==> src/rtl/mge_pkg.sv <==
// ----------------------------------------------------------------------------
// Mask guided edge erase package
// Shared constants and mode codes for the edge erase block.
// ----------------------------------------------------------------------------
`default_nettype none

package mge_pkg;

  // Depth of the buffer that holds a run of transparent-mask pixels.
  localparam int MAX_HELD_RUN = 64;
  localparam int IDX_W        = $clog2(MAX_HELD_RUN);

  localparam int PIX_W   = 32;
  localparam int ALPHA_W = 8;
  localparam int MODE_W  = 2;

  localparam logic [MODE_W-1:0] MODE_PASS    = 2'd0;
  localparam logic [MODE_W-1:0] MODE_BARRIER = 2'd1;
  localparam logic [MODE_W-1:0] MODE_OUTSIDE = 2'd2;

endpackage

`default_nettype wire

==> src/rtl/mask_guided_edge_erase.sv <==
// ----------------------------------------------------------------------------
// Mask guided edge erase
// Clears the parts of a scan line that lie outside a mask, or passes the line through, one pixel per item.
// ----------------------------------------------------------------------------
// A new ordinary pixel item is accepted every cycle as long as the result
// register is drained. Items that release a held run in outside mode stall
// the input while the run is replayed from the run buffer, which has one
// registered read port: each replayed pixel is read (S_RD), then loaded into
// the result register (S_WR), and the pixel that released the run is emitted
// after the run (S_TAIL). A full buffer of MAX_HELD_RUN pixels is replayed
// unchanged with the overflow flag set on every result. The run buffer needs
// no clearing after reset: only entries below the held count are ever read.
// ----------------------------------------------------------------------------
`default_nettype none

module mask_guided_edge_erase (
  input  wire logic        clk,
  input  wire logic        rst_n,

  // Configuration: erase mode.
  input  wire logic        cfg_valid,
  output logic             cfg_ready,
  input  wire logic [1:0]  cfg_data,    // [1:0] erase_mode

  // Input pixel items.
  input  wire logic        in_tvalid,
  output logic             in_tready,
  input  wire logic [39:0] in_tdata,    // [31:0] image_pixel, [39:32] mask_alpha
  input  wire logic        in_tlast,    // line_end

  // Result items.
  output logic             out_tvalid,
  input  wire logic        out_tready,
  output logic [31:0]      out_tdata,   // [31:0] out_pixel
  output logic             out_tlast,   // last_of_run
  output logic [0:0]       out_tuser    // [0] run_overflow
);

  localparam int IDX_W = mge_pkg::IDX_W;
  localparam int PIX_W = mge_pkg::PIX_W;

  typedef enum logic [1:0] {
    S_IDLE,   // accepting items
    S_RD,     // reading one held pixel from the run buffer
    S_WR,     // moving that pixel into the result register
    S_TAIL    // emitting the pixel that released the run
  } state_t;

  state_t                     state_r, state_nxt;
  logic [mge_pkg::MODE_W-1:0] mode_r, mode_nxt;
  logic                       barrier_seen_r, barrier_seen_nxt;
  logic                       opaque_seen_r, opaque_seen_nxt;
  logic [IDX_W-1:0]           cnt_r, cnt_nxt;

  // Replay control.
  logic [IDX_W-1:0]           fl_idx_r, fl_idx_nxt;
  logic [IDX_W-1:0]           fl_last_r, fl_last_nxt;
  logic                       fl_zero_r, fl_zero_nxt;
  logic                       fl_ovf_r, fl_ovf_nxt;
  logic                       fl_tail_r, fl_tail_nxt;
  logic [PIX_W-1:0]           tail_pix_r, tail_pix_nxt;

  // Result register.
  logic                       out_tvalid_r, out_tvalid_nxt;
  logic [PIX_W-1:0]           out_pix_r, out_pix_nxt;
  logic                       out_last_r, out_last_nxt;
  logic                       out_ovf_r, out_ovf_nxt;

  // Run buffer.
  logic [PIX_W-1:0]           held_mem [mge_pkg::MAX_HELD_RUN];
  logic [PIX_W-1:0]           rd_data_r;
  logic                       mem_we;

  logic                       out_free;
  logic                       in_fire;
  logic                       cfg_fire;
  logic [PIX_W-1:0]           in_pix;
  logic [mge_pkg::ALPHA_W-1:0] in_alpha;

  assign in_pix    = in_tdata[31:0];
  assign in_alpha  = in_tdata[39:32];

  // The result register is free when empty or being emptied this cycle.
  assign out_free  = !out_tvalid_r || out_tready;
  assign in_tready = (state_r == S_IDLE) && out_free;
  assign in_fire   = in_tvalid && in_tready;
  assign cfg_ready = 1'b1;
  assign cfg_fire  = cfg_valid && cfg_ready;

  assign out_tvalid   = out_tvalid_r;
  assign out_tdata    = out_pix_r;
  assign out_tlast    = out_last_r;
  assign out_tuser[0] = out_ovf_r;

  always_comb begin
    state_nxt        = state_r;
    mode_nxt         = mode_r;
    barrier_seen_nxt = barrier_seen_r;
    opaque_seen_nxt  = opaque_seen_r;
    cnt_nxt          = cnt_r;
    fl_idx_nxt       = fl_idx_r;
    fl_last_nxt      = fl_last_r;
    fl_zero_nxt      = fl_zero_r;
    fl_ovf_nxt       = fl_ovf_r;
    fl_tail_nxt      = fl_tail_r;
    tail_pix_nxt     = tail_pix_r;
    out_tvalid_nxt   = out_tvalid_r && !out_tready;
    out_pix_nxt      = out_pix_r;
    out_last_nxt     = out_last_r;
    out_ovf_nxt      = out_ovf_r;
    mem_we           = 1'b0;

    unique case (state_r)
      S_IDLE: begin
        if (in_fire) begin
          if (mode_r == mge_pkg::MODE_BARRIER) begin
            out_tvalid_nxt = 1'b1;
            out_last_nxt   = 1'b1;
            out_ovf_nxt    = 1'b0;
            if (barrier_seen_r) begin
              out_pix_nxt = in_pix;
            end else if (in_alpha == '0) begin
              out_pix_nxt = '0;
            end else begin
              // The first opaque mask pixel takes the mask alpha.
              barrier_seen_nxt = 1'b1;
              out_pix_nxt      = {in_alpha, in_pix[23:0]};
            end
          end else if (mode_r == mge_pkg::MODE_OUTSIDE) begin
            if (in_alpha != '0) begin
              // Opaque: the held run turned out to be inside, replay it unchanged.
              opaque_seen_nxt = 1'b1;
              cnt_nxt         = '0;
              if (cnt_r == '0) begin
                out_tvalid_nxt = 1'b1;
                out_pix_nxt    = in_pix;
                out_last_nxt   = 1'b1;
                out_ovf_nxt    = 1'b0;
              end else begin
                state_nxt    = S_RD;
                fl_idx_nxt   = '0;
                fl_last_nxt  = cnt_r - IDX_W'(1);
                fl_zero_nxt  = 1'b0;
                fl_ovf_nxt   = 1'b0;
                fl_tail_nxt  = 1'b1;
                tail_pix_nxt = in_pix;
              end
            end else if (!opaque_seen_r) begin
              // Leading transparent run.
              out_tvalid_nxt = 1'b1;
              out_pix_nxt    = '0;
              out_last_nxt   = 1'b1;
              out_ovf_nxt    = 1'b0;
            end else if (in_tlast) begin
              // Trailing run: everything held is cleared.
              cnt_nxt = '0;
              if (cnt_r == '0) begin
                out_tvalid_nxt = 1'b1;
                out_pix_nxt    = '0;
                out_last_nxt   = 1'b1;
                out_ovf_nxt    = 1'b0;
              end else begin
                state_nxt    = S_RD;
                fl_idx_nxt   = '0;
                fl_last_nxt  = cnt_r - IDX_W'(1);
                fl_zero_nxt  = 1'b1;
                fl_ovf_nxt   = 1'b0;
                fl_tail_nxt  = 1'b1;
                tail_pix_nxt = '0;
              end
            end else begin
              // Hold the pixel; a full buffer is replayed unchanged.
              mem_we = 1'b1;
              if (cnt_r == IDX_W'(mge_pkg::MAX_HELD_RUN - 1)) begin
                cnt_nxt     = '0;
                state_nxt   = S_RD;
                fl_idx_nxt  = '0;
                fl_last_nxt = IDX_W'(mge_pkg::MAX_HELD_RUN - 1);
                fl_zero_nxt = 1'b0;
                fl_ovf_nxt  = 1'b1;
                fl_tail_nxt = 1'b0;
              end else begin
                cnt_nxt = cnt_r + IDX_W'(1);
              end
            end
          end else begin
            out_tvalid_nxt = 1'b1;
            out_pix_nxt    = in_pix;
            out_last_nxt   = 1'b1;
            out_ovf_nxt    = 1'b0;
          end

          if (in_tlast) begin
            barrier_seen_nxt = 1'b0;
            opaque_seen_nxt  = 1'b0;
            cnt_nxt          = '0;
          end
        end
      end
      S_RD: begin
        state_nxt = S_WR;
      end
      S_WR: begin
        if (out_free) begin
          out_tvalid_nxt = 1'b1;
          out_pix_nxt    = fl_zero_r ? '0 : rd_data_r;
          out_last_nxt   = !fl_tail_r && (fl_idx_r == fl_last_r);
          out_ovf_nxt    = fl_ovf_r;
          if (fl_idx_r == fl_last_r) begin
            state_nxt = fl_tail_r ? S_TAIL : S_IDLE;
          end else begin
            fl_idx_nxt = fl_idx_r + IDX_W'(1);
            state_nxt  = S_RD;
          end
        end
      end
      S_TAIL: begin
        if (out_free) begin
          out_tvalid_nxt = 1'b1;
          out_pix_nxt    = tail_pix_r;
          out_last_nxt   = 1'b1;
          out_ovf_nxt    = 1'b0;
          state_nxt      = S_IDLE;
        end
      end
      default: begin
        state_nxt = S_IDLE;
      end
    endcase

    // A mode write starts a fresh line and drops any held run.
    if (cfg_fire) begin
      mode_nxt         = cfg_data;
      barrier_seen_nxt = 1'b0;
      opaque_seen_nxt  = 1'b0;
      cnt_nxt          = '0;
    end
  end

  always_ff @(posedge clk) begin
    if (!rst_n) begin
      state_r        <= S_IDLE;
      mode_r         <= mge_pkg::MODE_PASS;
      barrier_seen_r <= 1'b0;
      opaque_seen_r  <= 1'b0;
      cnt_r          <= '0;
      out_tvalid_r   <= 1'b0;
    end else begin
      state_r        <= state_nxt;
      mode_r         <= mode_nxt;
      barrier_seen_r <= barrier_seen_nxt;
      opaque_seen_r  <= opaque_seen_nxt;
      cnt_r          <= cnt_nxt;
      out_tvalid_r   <= out_tvalid_nxt;
    end
    fl_idx_r   <= fl_idx_nxt;
    fl_last_r  <= fl_last_nxt;
    fl_zero_r  <= fl_zero_nxt;
    fl_ovf_r   <= fl_ovf_nxt;
    fl_tail_r  <= fl_tail_nxt;
    tail_pix_r <= tail_pix_nxt;
    out_pix_r  <= out_pix_nxt;
    out_last_r <= out_last_nxt;
    out_ovf_r  <= out_ovf_nxt;
  end

  // Run buffer: one write port, one registered read port.
  always_ff @(posedge clk) begin
    if (mem_we) begin
      held_mem[cnt_r] <= in_pix;
    end
    if (state_r == S_RD) begin
      rd_data_r <= held_mem[fl_idx_r];
    end
  end

  // The replay index never runs past the end of the run.
  a_idx_in_run: assert property (@(posedge clk) disable iff (!rst_n)
    (state_r == S_RD || state_r == S_WR) |-> fl_idx_r <= fl_last_r)
    else $error("replay index beyond end of run");

  // An opaque pixel arriving on a nonempty run starts a replay.
  a_release_replays: assert property (@(posedge clk) disable iff (!rst_n)
    (in_fire && mode_r == mge_pkg::MODE_OUTSIDE && in_alpha != '0 && cnt_r != '0)
      |=> state_r == S_RD)
    else $error("held run not replayed on opaque pixel");

  // Only a run released by a pixel has a tail pixel.
  a_tail_marked: assert property (@(posedge clk) disable iff (!rst_n)
    state_r == S_TAIL |-> fl_tail_r)
    else $error("tail state without a releasing pixel");

  // An overflow replay is unchanged and has no tail.
  a_ovf_plain: assert property (@(posedge clk) disable iff (!rst_n)
    (state_r == S_WR && fl_ovf_r) |-> (!fl_tail_r && !fl_zero_r))
    else $error("overflow replay with tail or clearing");

endmodule

`default_nettype wire

==> config.mk <==
export PLATFORM = sky130hd
export DESIGN_NAME = mask_guided_edge_erase
export DESIGN_NICKNAME = d
export VERILOG_FILES = /design/src/rtl/mge_pkg.sv /design/src/rtl/mask_guided_edge_erase.sv
export SDC_FILE = /design/constraint.sdc
export NUM_CORES = 2
export LEC_CHECK = 0
export BUFFER_PORTS_ARGS = -buffer_cell sky130_fd_sc_hd__buf_2
export CAP_MARGIN = 20
export CORE_ASPECT_RATIO = 0.8
export CORE_MARGIN = 4
export CORE_UTILIZATION = 55
export DETAILED_ROUTE_END_ITERATION = 8
export PLACE_DENSITY = 0.83
export REMOVE_ABC_BUFFERS = 1
export SETUP_SLACK_MARGIN = 0.05
export SYNTH_ARGS = -nofsm -noshare
export SYNTH_HDL_FRONTEND = slang
export SYNTH_SLANG_ARGS = --single-unit
==> constraint.sdc <==
create_clock -name clk -period 11.67 [get_ports clk]
set_clock_uncertainty 0.05 [all_clocks]
set_input_delay 0.5835 -clock clk [delete_from_list [all_inputs] [get_ports clk]]
set_output_delay 0.5835 -clock clk [all_outputs]
set_load 0.02 [all_outputs]
==> flow_summary.ini <==
[outcome]
status = complete, no violations

[global_route]
grt_usage = 0.298
grt_pass1_wl_um = 331000
grt-ovfl-total = 0
grt_pass1_vias = 43700
antenna_found_initial = 27
grt_max_degree = 143

[yosys]
synth_edf_count = 2161
post_synth.cell_area_avg_um2 = 22.5
ys_seq_area_frac = 0.782
synth_cells = 3704
synth_ff_type = edfxtp_1
ys_types = 53
ys_ff_latch = 2174
yosys_warnings = 0
async_reset_ff_frac = 0
netlist_area_um2 = 83300

[floorplan]
ioPinCount = 85
die_w_um = 443
chipHeight_um = 356
start_util = 0.555
die-area_um2 = 158000
rows = 127
core_um2 = 150000

[placement]
placed_area_um2 = 87000
dp_slack_ps = 6640
hpwl_um = 122000
gp_congestion = 0.922
port_buffers = 83

[sta]
rsz0062_at_grt = false
worst_slew_pin_slew_ps = 1320
setup_viol = 0
fmaxAchievable_mhz = 194
slew_headroom = 0.115
fin_crit_sh = 0.442
post-route-min-period_ps = 5160
report.final.slew_viol_count = 0
setup_ws_ps = 6510
hold_violations = 0

[worst_setup_path]
reg2reg_slack_ps = 6510
critical_path_class = reg2reg
crit_fanout = 57
r2r_end = rd_data_r[20]
critPathArrivalTime_ps = 5640
endpoint_kind = flip-flop
timing.rr.start = fl_idx_r[1]
cp.required_ps = 12150
rr_worst_depth = 9
start_kind = flip-flop

[clock_network]
h-tree-depth = 4
clock_path_buffers = 3
clk_pin_slew_ps = 70
numCtsBuffers = 188
clock_latency_ps = 830
root_buffer = clkbuf_16
cts_tree = built
cts_sinks = 2174

[routing]
drtPass1Iterations = 9
avgViaCountPerCell = 7.09
drc = 0
wirelength_um = 233000
wl_per_cell_um = 38.2
vias = 43300
ant_nets = 0
drt_first_iter_violations = 8718

[pwr]
vdd.ir_drop.worst_v = 0.000157
total_power_uw = 15100
p_leak_uw = 0.0288
p_per_area_nw_per_um2 = 163

[final_layout]
fin_nets = 4005
layout-drive-gt1-share = 0.281
syn_to_final_growth_pct = 11.7
final_area_um2 = 93000

[min_path]
min_path_cells = 2
min_to = state_r[0]
hold_path.class = in2reg
hold_start = rst_n

[flow_run]
drv_cap = 0
cell usage in the layout, fill, tap and decap left out, types with 24 or more instances in the layout:
cell / n
o21ai_1: 25
edfxtp_1: 2161
a211oi_1: 54
mux4_2: 538
inv_1: 31
clkbuf_1: 39
nand2_1: 65
a21oi_1: 49
buf_4: 167
nor2_4: 66
o21ai_0: 63
and2_1: 39
clkinv_1: 47
a222oi_1: 24
buf_2: 87
clkinv_2: 34
mux2i_1: 80
clkbuf_16: 190
nor2_1: 26
o22ai_1: 62
a22oi_1: 80
kinds of logic after synthesis:
kind of cell	synth area share
DFF	0.782
adders and majority gates	0.000451
and+or+nand+nor	0.0152
other	0.0000450
xor gates and xnor gates	0.00126
AOI/OAI and AO/OA	0.0309
muxes	0.155
buffers and inverters	0.0146
metal layers:
layer,global-route usage,part of all wire
met5,0,0.00064
met4,0.153,0.059
met3,0.0990,0.16
met2,0.454,0.47
met1,0.389,0.31
area by class of cell:
type / instances / area [um^2]
sequential: 2174 / 65200
fill: 9506 / 57200
multi-input combinational: 1289 / 17500
clock buffer: 229 / 4900
tap: 1999 / 2500
timing repair buffer: 270 / 1910
clock inverter: 114 / 911
inverter: 31 / 116
antenna: 9 / 22.5
worst max path at each step:
| stage | from | end | slack [ps] | cells after the start |
|---|---|---|---|---|
| final | fl_idx_r[1] | rd_data_r[20] | 6510 | 9 |
| after global routing | fl_idx_r[0] | rd_data_r[5] | 6280 | 8 |
| after CTS | fl_idx_r[0] | rd_data_r[25] | 6630 | 8 |
| after detailed placement | fl_idx_r[0] | rd_data_r[25] | 6640 | 8 |
| after global placement | fl_idx_r[1] | rd_data_r[20] | 6080 | 8 |
| after floorplan | fl_idx_r[0] | rd_data_r[30] | -10510 | 6 |
per-stage QoR:
step,hold WS (ps),setup TNS [ps],utilization,instances
finish,95.3,0,0.619,6115
global route,85.6,0,0.619,6106
CTS,44.1,0,0.618,6092
detailed placement,483,0,0.579,5746
global placement,485,0,0.579,5733
floorplan,455,-458110,-,3494
repair_timing:
action	in CTS	in global routing
gates resized for setup	0	0
hold buffers	3	0
buffers inserted	0	0
hold endpoints to repair	3	0
critical path, stage by stage (launching register included):
cell and delay (ps):
edfxtp_1 350, buf_4 620, buf_4 820, buf_4 780, mux4_2 420, mux2i_1 350, a211oi_2 140, buf_4 240
o21ai_1 750, o21ai_0 240
Yosys cell counts (all sizes together), types with 2 or more instances:
master | number | area [um^2]
buf | 121 | 762
a221oi | 2 | 17.5
o21a | 4 | 30.0
mux2i | 80 | 801
a31oi | 2 | 12.5
mux4 | 538 | 12100
xor2 | 8 | 70.1
a222oi | 24 | 240
or2 | 2 | 12.5
o211ai | 4 | 30.0
nand2 | 67 | 251
nand4 | 3 | 18.8
a211oi | 62 | 465
nor4 | 3 | 18.8
o221ai | 4 | 35.0
ha | 3 | 37.5
inv | 31 | 116
nor2b | 12 | 75.1
nand3b | 3 | 22.5
o21ai | 88 | 440
xnor2 | 4 | 35.0
nand2b | 10 | 62.6
or3b | 2 | 17.5
nand3 | 12 | 70.1
and3 | 3 | 18.8
nor3 | 6 | 30.0
and2 | 39 | 244
nor2 | 95 | 357
edfxtp | 2161 | 64900
dfxtp | 13 | 260
or3 | 3 | 18.8
a21oi | 49 | 245
nor3b | 2 | 20.0
o22ai | 62 | 388
o31a | 3 | 26.3
a22oi | 80 | 601
clkbuf | 89 | 334
a21boi | 2 | 15.0
report_power, final:
group	internal, uW	switching, uW
registers	8590	7.54
clock network	3230	2860
logic	126	331
sequential cells by signal, summed over array words and instances (netlist names), 2 cells and up:
name / count
cnt_r: 6
fl_idx_r: 6
fl_last_r: 6
held_mem: 2048
mode_r: 2
out_tdata: 32
rd_data_r: 32
state_r: 2
tail_pix_r: 32
Note: power is estimated with default switching activity, not from simulation.
